--- src/design/mi3_pkg.sv ---
// Types, widths and constants of the 3x3 matrix inverse block.
`default_nettype none
package mi3_pkg;
    localparam int ENTRY_WIDTH  = 16;
    localparam int RESULT_WIDTH = 32;
    localparam int ENTRY_FRAC   = 12;
    localparam int RESULT_FRAC  = 16;
    localparam int SCALE        = ENTRY_FRAC + RESULT_FRAC;
    localparam int EW           = ENTRY_WIDTH;
    localparam int RW           = RESULT_WIDTH;
    localparam int COF_W        = 2 * EW + 1;
    localparam int DET_W        = EW + COF_W;
    localparam int MAG_W        = DET_W - 1;
    localparam int NUM_W        = COF_W - 1 + SCALE;
    localparam int QW           = RW + 1;
    localparam int NLANE        = 9;
    localparam int QDEPTH       = 4;
    localparam int QPTR_W       = $clog2(QDEPTH);

    typedef logic signed [EW-1:0]    t_ent;
    typedef logic signed [COF_W-1:0] t_cof;
    typedef t_cof [NLANE-1:0]        t_adj;

    typedef struct packed {
        t_ent m_r0c0; t_ent m_r0c1; t_ent m_r0c2;
        t_ent m_r1c0; t_ent m_r1c1; t_ent m_r1c2;
        t_ent m_r2c0; t_ent m_r2c1; t_ent m_r2c2;
    } t_mat;

    typedef struct packed {
        logic signed [RW-1:0] inv_r0c0; logic signed [RW-1:0] inv_r0c1;
        logic signed [RW-1:0] inv_r0c2; logic signed [RW-1:0] inv_r1c0;
        logic signed [RW-1:0] inv_r1c1; logic signed [RW-1:0] inv_r1c2;
        logic signed [RW-1:0] inv_r2c0; logic signed [RW-1:0] inv_r2c1;
        logic signed [RW-1:0] inv_r2c2;
        logic singular;
        logic overflow;
    } t_res;

    typedef struct packed {
        t_adj adj;
        logic signed [DET_W-1:0] det;
    } t_item;

    typedef struct packed {
        logic full;
        logic empty;
    } t_qstat;
endpackage
`default_nettype wire

--- src/design/mi3_queue.sv ---
// Short queue between the front and back parts.
`default_nettype none
module mi3_queue import mi3_pkg::*; (
    input  wire logic i_clk,
    input  wire logic i_rst_n,
    input  wire logic i_push,
    input  t_item     i_item,
    input  wire logic i_pop,
    output t_item     o_item,
    output t_qstat    o_stat
);
    t_item                r_mem [QDEPTH];
    t_item                r_out;
    logic [QPTR_W-1:0]    r_wr, r_rd, n_rd;
    logic [QPTR_W:0]      r_cnt;
    logic                 do_push, do_pop;

    assign o_stat.full  = (r_cnt == (QPTR_W+1)'(QDEPTH));
    assign o_stat.empty = (r_cnt == '0);
    assign do_push      = i_push && !o_stat.full;
    assign do_pop       = i_pop && !o_stat.empty;
    assign n_rd         = do_pop ? r_rd + 1'b1 : r_rd;
    assign o_item       = r_out;

    always_ff @(posedge i_clk) begin
        if (!i_rst_n) begin
            r_wr  <= '0;
            r_rd  <= '0;
            r_cnt <= '0;
        end else begin
            if (do_push) r_wr <= r_wr + 1'b1;
            if (do_pop)  r_rd <= r_rd + 1'b1;
            if (do_push && !do_pop)      r_cnt <= r_cnt + 1'b1;
            else if (do_pop && !do_push) r_cnt <= r_cnt - 1'b1;
        end
    end

    always_ff @(posedge i_clk) begin
        if (do_push) r_mem[r_wr] <= i_item;
        // read the next head; take the incoming transaction when it lands there
        if (do_push && (r_wr == n_rd)) r_out <= i_item;
        else r_out <= r_mem[n_rd];
    end
endmodule
`default_nettype wire

--- config.mk ---
export PLATFORM = sky130hd
export DESIGN_NAME = mi3_queue
export DESIGN_NICKNAME = d
export VERILOG_FILES = /design/src/design/mi3_pkg.sv /design/src/design/mi3_queue.sv
export SDC_FILE = /design/constraint.sdc
export NUM_CORES = 1
export LEC_CHECK = 0
export BUFFER_PORTS_ARGS = -buffer_cell sky130_fd_sc_hd__buf_2
export CORE_MARGIN = 10
export CORE_UTILIZATION = 45
export CTS_CLUSTER_SIZE = 24
export DETAILED_ROUTE_END_ITERATION = 10
export GPL_ROUTABILITY_DRIVEN = 0
export PLACE_DENSITY = 0.62
export SYNTH_ARGS = -nofsm -noshare
export SYNTH_HDL_FRONTEND = slang
export SYNTH_SLANG_ARGS = --single-unit
--- constraint.sdc ---
create_clock -name i_clk -period 26.9 [get_ports i_clk]
set_clock_uncertainty 0.15 [all_clocks]
set_input_delay 0 -clock i_clk [delete_from_list [all_inputs] [get_ports i_clk]]
set_output_delay 0 -clock i_clk [all_outputs]
set_load 0.01 [all_outputs]
==> impl_metrics.toml, run 1 <==
[finish]
drive_above_1_share_pct = 37.0
nNetsFinal = 3698
fin_util_pct = 59.7
areaGrowthSynthToFinish_pct = 32.1
seq_area_um2 = 41700
nFillCells = 7920
multi_input_area_um2 = 8070

[yosys]
async_flop_share_pct = 0
synth_cells = 1853
synth-edff-count = 1384
avgSynthCellArea_um2 = 27.4
synth-seq-cells = 1393
synth_largest_area_cell = "edfxtp_1"
ys_types = 23
synth.yosys.warnings = 0
synth_area_um2 = 50700
synth_nets = 2209
synth_top_area_share_pct = 81.9
seq_area_frac_synth_pct = 82.3
ys.flop_type = "edfxtp_1"
netlist_top_cells_area = "edfxtp_1 (82%), mux4_2 (15%), buf_12 (1.3%), dfxtp_1 (0.36%), buf_2 (0.35%)"

[global_route]
antenna_found_initial = 20
grt_use_total_pct = 18.7
grt_pass1_wl_um = 179000
grt_pass1_vias = 27900
grt_start_max_net_pins = 145
grt-ovfl-total = 0

[timing]
tightest_slew_ns = 1.26
setup_viol = 0
post-route-min-period_ns = 5.22
hold_viol = 0
fmax_mhz = 192
finalCritPeriodShare_pct = 19.4
drv_slew = 0
relSlewSlack_pct = 16.1
fin_setup_tns_ns = 0
rsz0062_at_grt = "no"

[power]
peakVddDrop_mv = 0.0693
powerDensity_nw_per_um2 = 92.7
power_leakage_nw = 22.8

[clock_network]
tritoncts = "yes"
clk_root_buffer_cell = "clkbuf_16"
clk_pin_slew_worst_paths_ns = 0.06
clock_path_buffers = 3
numCtsBuffers = 142
cts_num_sinks = 1393
htree_num_levels = 4
clk_latency_ns = 0.72
post_cts_resized = 0
cts_setup_buffers = 0

[setup_path]
crit_buf_inv = 3
crit_type = "reg -> reg"
max_stage_delay_ns = 0.90
cp_top_family = "buffers and inverters"
cpMostUsedCell = "buf_4"
cp_max_fo = 72
endpoint_kind = "register"
path_cells = "nor3b_1 > nor2b_1 > and2_4 > buf_4 > buf_4 > buf_4"
cp_slowest_cell = "buf_4"
worstPathRequired_ns = 27.07
arrival_ns = 5.39
startpoint_type = "register"

[placement]
port_buffers = 697
hpwl_um = 72400

[drt]
antenna_left = 0
drtPass1Iterations = 5
dr_total_vias = 25600
routed_wl_um = 119000
drt-initial-drc-count = 1976
vias_per_cell = 5.16
wl_per_cell_um = 24.0
drcViolationCount = 0

[die]
core_area_um2 = 112000
die_h_um = 356
initial_core_util_pct = 45.2
num_rows = 123
io_pins = 698
die_w_um = 356
die_area_um2 = 127000

[status]
status = "finished, final reports clean"

[hold_path]
hold_class = "in -> reg"

[flow_run]
cap_violations = 0
## area by class of cell
| class | instances | share of cell area (%) |
|---|---|---|
| Sequential cell | 1393 | 62.3 |
| Timing Repair Buffer | 1423 | 16.0 |
| Multi-Input combinational cell | 379 | 12.0 |
| Clock buffer | 171 | 5.56 |
| Tap cell | 1500 | 2.80 |
| Clock inverter | 78 | 1.19 |
| Antenna cell | 15 | 0.0560 |
| Inverter | 3 | 0.0168 |
## Yosys cell counts (2+ instances only)
library cell  count
edfxtp_1       1384
mux4_2          346
clkbuf_1          4
dfxtp_1           9
ha_1              5
nand2_1           4
nor2b_1           2
mux2i_1           3
buf_2            35
buf_6             6
and2_1            7
xnor2_1           3
buf_12           33
inv_1             3
## power by group
group	internal, mW	total, mW	switching (mW)
combinational	0.733	1.58	0.851
sequential	2.64	2.72	0.0819
clock	1.12	1.91	0.785
## final timing paths
path	from	end	slack [ns]	depth (start not counted)
hold / removal	i_rst_n	r_cnt[0]	0.06	3
setup reg to reg	r_cnt[1]	r_mem[1][257]	21.68	6
hold reg to reg	r_rd[1]	register	0.30	1
setup / recovery	r_cnt[1]	r_mem[1][257]	21.68	6
## placed cells by master, fill, tap and decap left out
master	count
xnor2_1	3
edfxtp_1	1384
fa_1	1
bufinv_16	14
and2_1	3
nand2_1	4
clkinv_4	3
dfxtp_4	2
clkinv_2	25
o31ai_1	1
clkinv_1	25
mux4_2	346
inv_1	3
dfxtp_1	7
clkbuf_1	26
or3_1	1
inv_6	2
ha_1	5
xor2_1	1
dlygate4sd3_1	698
o311ai_0	1
clkinvlp_4	4
mux2i_1	3
nor2b_1	2
nor3b_1	1
a21boi_0	1
nor3_1	1
clkbuf_16	145
o21ai_0	1
clkinv_8	5
and2_4	4
buf_4	24
diode_2	15
buf_12	4
buf_2	697
## what timing repair did
item                                    in CTS  in global routing
hold buffers                               698                  0
endpoints found under the hold margin     1393                  0
endpoints found under the setup margin       0                  0
## registers in the layout, indices dropped and copies added (netlist names), named ones only
signal and flops:
r_rd 2, r_wr 2, r_mem 1384, r_cnt 3
## layer usage
layer | share of wire (%) | up-vias | GRT usage, %
li1 | - | 11100 | -
met1 | 38 | 13400 | 22.9
met2 | 51 | 895 | 31.4
met3 | 7.6 | 220 | 5.73
met4 | 3.1 | 18 | 6.39
met5 | 0.095 | - | 0
## worst reg2reg max path: stages (launching register included)
cell,delay (ns)
dfxtp_1,0.46
nor3b_1,0.10
nor2b_1,0.48
and2_4,0.76
buf_4,0.77
buf_4,0.94
buf_4,1.05
## cells by family after synthesis
group | share of synthesized area [%]
mux | 15.4
simple gates | 0.178
xor+xnor | 0.0691
fa+ha+maj | 0.163
compound gates | 0.0567
buf+inv | 1.83
flops | 82.3
## stage by stage
stage	cell area, um^2	power (mW)	instances	setup slack, ns	hold slack, ns
after global placement	55500	4.27	4000	21.63	0.0594
after CTS	67000	6.29	4947	21.40	0.00637
after detailed placement	55500	4.30	4000	21.52	0.0669
final	67000	6.21	4962	21.68	0.0612
after global routing	67000	6.47	4957	21.07	0.0508
after floorplan	50700	3.81	1853	17.23	-0.0511
No activity file was read; power rests on OpenSTA's default activity.
==> inputs of run 2 (changes only) <==
--- a/config.mk
+++ b/config.mk
@@ -5,6 +5,7 @@
 export SDC_FILE = /design/constraint.sdc
 export NUM_CORES = 1
 export LEC_CHECK = 0
+export ABC_AREA = 1
 export BUFFER_PORTS_ARGS = -buffer_cell sky130_fd_sc_hd__buf_2
 export CORE_MARGIN = 10
 export CORE_UTILIZATION = 45
==> constraint.sdc (replaced) <==
create_clock -name i_clk -period 5.2 [get_ports i_clk]
set_clock_uncertainty 0.15 [all_clocks]
set_input_delay 0 -clock i_clk [delete_from_list [all_inputs] [get_ports i_clk]]
set_output_delay 0 -clock i_clk [all_outputs]
set_load 0.01 [all_outputs]
==> impl_metrics.toml, run 2 <==
[timing]
tightest_slew_ns = 1.20
hold_viol = 0
drv_slew = 0
relSlewSlack_pct = 20.2
post-route-min-period_ns = 3.88
rsz0062_at_grt = "no"
fin_setup_tns_ns = 0
finalCritPeriodShare_pct = 74.5
fmax_mhz = 258
hold-worst-slack_ns = 0.168
setup_viol = 0

[global_route]
use_met1_pct = 26.0
grt_pass1_vias = 33800
grt_use_total_pct = 20.4
grt-ovfl-total = 0
grt.busiest_layer = "met2"
grt_start_max_net_pins = 341
use_met2_pct = 33.9
use_met3_pct = 5.19
grt_pass1_wl_um = 207000
antenna_found_initial = 21

[drt]
dr_total_vias = 34000
drt-initial-drc-count = 2902
drtPass1Iterations = 5
routed_wl_um = 137000
drcViolationCount = 0
antenna_left = 0
wl_per_cell_um = 21.3
vias_per_cell = 5.29

[power]
internal_power_mw = 23.0
p_total_mw = 35.1
comb_power_share_pct = 31.6
seqPwrFrac_pct = 39.7
p_clk_share_pct = 28.7
powerDensity_nw_per_um2 = 511
power_leakage_nw = 24.0
p_sw_mw = 12.1
peakVddDrop_mv = 0.789
p_sw_share_pct = 34.4

[die]
io_pins = 698
initial_core_util_pct = 45.4
core_area_um2 = 115000
die_area_um2 = 130000
num_rows = 124
die_w_um = 360
die_h_um = 360

[setup_path]
worstPathRequired_ns = 5.05
startpoint_type = "register"
cp_top_family = "buffers and inverters"
crit_type = "reg -> out"
crit_buf_inv = 3
max_stage_delay_ns = 0.76
path_cells = "buf_12 > buf_4 > o21ai_0 > o22ai_1 > buf_2"
r2r_slack_ns = 2.15
cp_slowest_cell = "buf_4"
cp_max_fo = 198
arrival_ns = 3.73
endpoint_kind = "output port"

[status]
status = "finished, final reports clean"

[yosys]
synth_largest_area_cell = "edfxtp_1"
netlist_top_cells_area = "edfxtp_1 (80%), o21ai_0 (6.6%), nor2_1 (5.1%), o22ai_1 (3.1%), o22ai_2 (2.2%)"
synth-seq-cells = 1393
synth_cells = 3417
async_flop_share_pct = 0
synth_top_area_share_pct = 79.8
ys_types = 22
synth-edff-count = 1384
seq_area_frac_synth_pct = 80.1
synth.yosys.warnings = 0
avgSynthCellArea_um2 = 15.2
synth_nets = 3773
synth_area_um2 = 52100
ys.flop_type = "edfxtp_1"
synth_commonest_cells = "edfxtp_1 (1384), nor2_1 (707), o21ai_0 (692)"
yosysMostFrequentCell = "edfxtp_1"

[clock_network]
clk_latency_ns = 0.76
numCtsBuffers = 145
clk_root_buffer_cell = "clkbuf_16"
htree_num_levels = 4
post_cts_resized = 0
cts_num_sinks = 1393
tritoncts = "yes"
clock_path_buffers = 3
clk_pin_slew_worst_paths_ns = 0.06

[finish]
fin_util_pct = 59.9
drive_above_1_share_pct = 21.4
top_register = "r_mem"
nNetsFinal = 5143
biggestRegsByFlops = "r_mem x1384, r_cnt x3"
mostFrequentLayoutCells = "edfxtp_1 (1384), nor2_1 (702), dlygate4sd3_1 (701)"
final_common_cell = "edfxtp_1"
largest_reg_flops = 1384
areaGrowthSynthToFinish_pct = 31.8

[flow_run]
cap_violations = 0

[hold_path]
hold_class = "in -> reg"

[placement]
hpwl_um = 78400
port_buffers = 697
run 2: cell types whose count changed after synthesis, sizes merged, moves of 13 or more:
cell,change
clkbuf,+102
nor2,+707
buf,+49
o22ai,+346
inv,+16
mux4,-346
nand2,+13
o21ai,+692
run 2: path summary, 6_finish.rpt:
check        depth (start not counted)           to  startpoint
max                                  5  o_item[229]    register
min                                  6      r_wr[0]      i_push
max reg2reg                         15     r_cnt[2]    r_cnt[0]
min reg2reg                          2     register     r_rd[1]
run 2: power groups by stage:
stage	combinational (mW)	sequential (mW)	clock, mW
2_1_floorplan	6.34	14.3	0
3_3_place_gp	10.6	14.1	0
3_5_place_dp	10.7	14.2	0
4_1_cts	11.2	13.9	10.2
5_1_grt	12.0	14.0	10.7
6_report	11.1	13.9	10.1
run 2: logic make-up after synthesis:
logic type	synth area share, %
AO/OA/AOI/OAI	11.9
buffers and inverters	2.55
flip-flops	80.1
adder cells (fa/ha/maj)	0.158
XOR/XNOR	0.0168
AND/OR/NAND/NOR	5.27
run 2: through the flow:
step                      instance area, um^2  std cells  worst slack [ns]
final                                   68700       6433              1.32
after floorplan                         52200       3417             -1.12
after CTS                               68600       6417              1.35
after global placement                  57000       5451              2.19
after detailed placement                57000       5451              2.19
after global routing                    68700       6432              1.13
run 2: cell type report:
type,instances,area [um^2]
Sequential cell,1393,41800
Fill cell,8538,46000
Clock inverter,84,877
Antenna cell,16,40.0
Inverter,19,105
Tap cell,1512,1890
Multi-Input combinational cell,1776,9080
Clock buffer,181,3780
Timing Repair Buffer,1452,11200
run 2: layer usage:
layer	vias to the layer above	part of all wire, %
met5	-	0.045
met1	16800	40
met4	10	2.8
met2	1202	49
met3	209	7.7
li1	15700	-
run 2: worst reg2reg max path, stage by stage (launching register included):
cell and delay [ns]:
dfxtp_2 0.37, nor2_2 0.05, nand2_2 0.12, nand2_4 0.12, inv_1 0.12, ha_1 0.17, inv_1 0.06, fa_1 0.38
inv_1 0.07, nand2_1 0.05, nand3_1 0.08, nand2_1 0.06, nand2_1 0.04, dlygate4sd3_1 0.54, nor2_1 0.04, dlygate4sd3_1 0.55
run 2: timing repair:
item	in CTS	in global routing
buffers inserted	0	0
hold buffers	701	0
hold endpoints to repair	1680	0
==> inputs of run 3 (changes only) <==
==> constraint.sdc (replaced) <==
create_clock -name i_clk -period 3.9 [get_ports i_clk]
set_clock_uncertainty 0.15 [all_clocks]
set_input_delay 0 -clock i_clk [delete_from_list [all_inputs] [get_ports i_clk]]
set_output_delay 0 -clock i_clk [all_outputs]
set_load 0.01 [all_outputs]
==> impl_metrics.toml, run 3 (synthesis results as in run 2) <==
[clock_network]
clk_root_buffer_cell = "clkbuf_16"
htree_num_levels = 4
numCtsBuffers = 144
cts_setup_buffers = 0
clock_path_buffers = 3
clk_pin_slew_worst_paths_ns = 0.05
cts_num_sinks = 1393
tritoncts = "yes"
clk_latency_ns = 0.74

[timing]
drv_slew = 0
fmax_mhz = 288
finalCritPeriodShare_pct = 89.1
setup_viol = 0
rsz0062_at_grt = "no"
post-route-min-period_ns = 3.47
relSlewSlack_pct = 8.35
fin_setup_tns_ns = 0
fin_ws_ns = 0.427
hold_viol = 0
tightest_slew_ns = 1.37
hold-worst-slack_ns = 0.0888

[setup_path]
cp_max_fo = 209
endpoint_kind = "output port"
startpoint_type = "register"
crit_type = "reg -> out"
arrival_ns = 3.32
worstPathRequired_ns = 3.75

[finish]
final_common_cell = "edfxtp_1"
mostFrequentLayoutCells = "edfxtp_1 (1384), nor2_1 (702), dlygate4sd3_1 (700)"
drive_above_1_share_pct = 21.8
biggestRegsByFlops = "r_mem x1384, r_cnt x3"
areaGrowthSynthToFinish_pct = 32.4
top_register = "r_mem"
largest_reg_flops = 1384
nNetsFinal = 5160
fin_util_pct = 60.2

[drt]
routed_wl_um = 137000
antenna_left = 0
dr_total_vias = 34000
wl_per_cell_um = 21.2
drtPass1Iterations = 5
vias_per_cell = 5.27
drt-initial-drc-count = 2660
drcViolationCount = 0

[die]
die_area_um2 = 130000
initial_core_util_pct = 45.4
num_rows = 124
die_w_um = 360
core_area_um2 = 115000
io_pins = 698
die_h_um = 360

[global_route]
grt_use_total_pct = 20.3
antenna_found_initial = 18
grt_pass1_wl_um = 205000
grt-ovfl-total = 0
grt_pass1_vias = 33500
grt_start_max_net_pins = 210

[hold_path]
hold_class = "in -> reg"

[power]
power_leakage_nw = 24.2
peakVddDrop_mv = 0.531
powerDensity_nw_per_um2 = 680

[placement]
port_buffers = 697
hpwl_um = 79000
place_worst_setup_slack_ns = 1.33

[status]
status = "finished, final reports clean"

[flow_run]
cap_violations = 0
[run 3: final timing paths]
| path | depth (start not counted) | to | slack, ns | start |
|---|---|---|---|---|
| hold / removal | 5 | register | 0.09 | i_pop |
| hold reg to reg | 2 | register | 0.35 | r_rd[1] |
| setup reg to reg | 15 | r_cnt[2] | 0.76 | r_cnt[0] |
| setup / recovery | 4 | o_item[76] | 0.43 | register |
[run 3: critical path, stage by stage (launching register included)]
cell	delay, ns
dfxtp_4	0.77
buf_12	0.42
o21ai_0	0.25
o22ai_1	0.36
buf_2	0.21
[run 3: timing repair]
action	CTS	global route
endpoints found under the hold margin	1656	0
resized for setup	0	0
hold buffers	700	0
[run 3: metal layers]
metal	up-vias	track usage (%)	routed length, um
met2	1108	33.7	67500
met4	8	6.37	3490
met5	-	0	53
met3	190	5.23	10300
li1	15800	-	-
met1	16800	26.1	55300
[run 3: report_power, final]
group          internal (mW)  switching [mW]  leakage [nW]
Clock                   7.81            5.56          2.27
Sequential              18.2           0.397          12.8
Combinational           4.90            10.0          9.18
[run 3: cell type report]
cell class	instances	area [um^2]
inverters	19	105
well taps	1512	1890
fillers	8671	45700
repair buffers	1470	11500
clock inverters	87	815
flip-flops and latches	1393	41800
diodes	17	42.5
clock buffers	175	3830
multi-input cells	1776	9080
[run 3: stage by stage]
stage               cells  instance area (um^2)  total power, mW
floorplan            3417                 52200             27.5
global placement     5470                 57300             33.2
detailed placement   5470                 57300             33.3
global route         6441                 68900             49.2
finish               6449                 69000             46.9
CTS                  6432                 68900             47.2
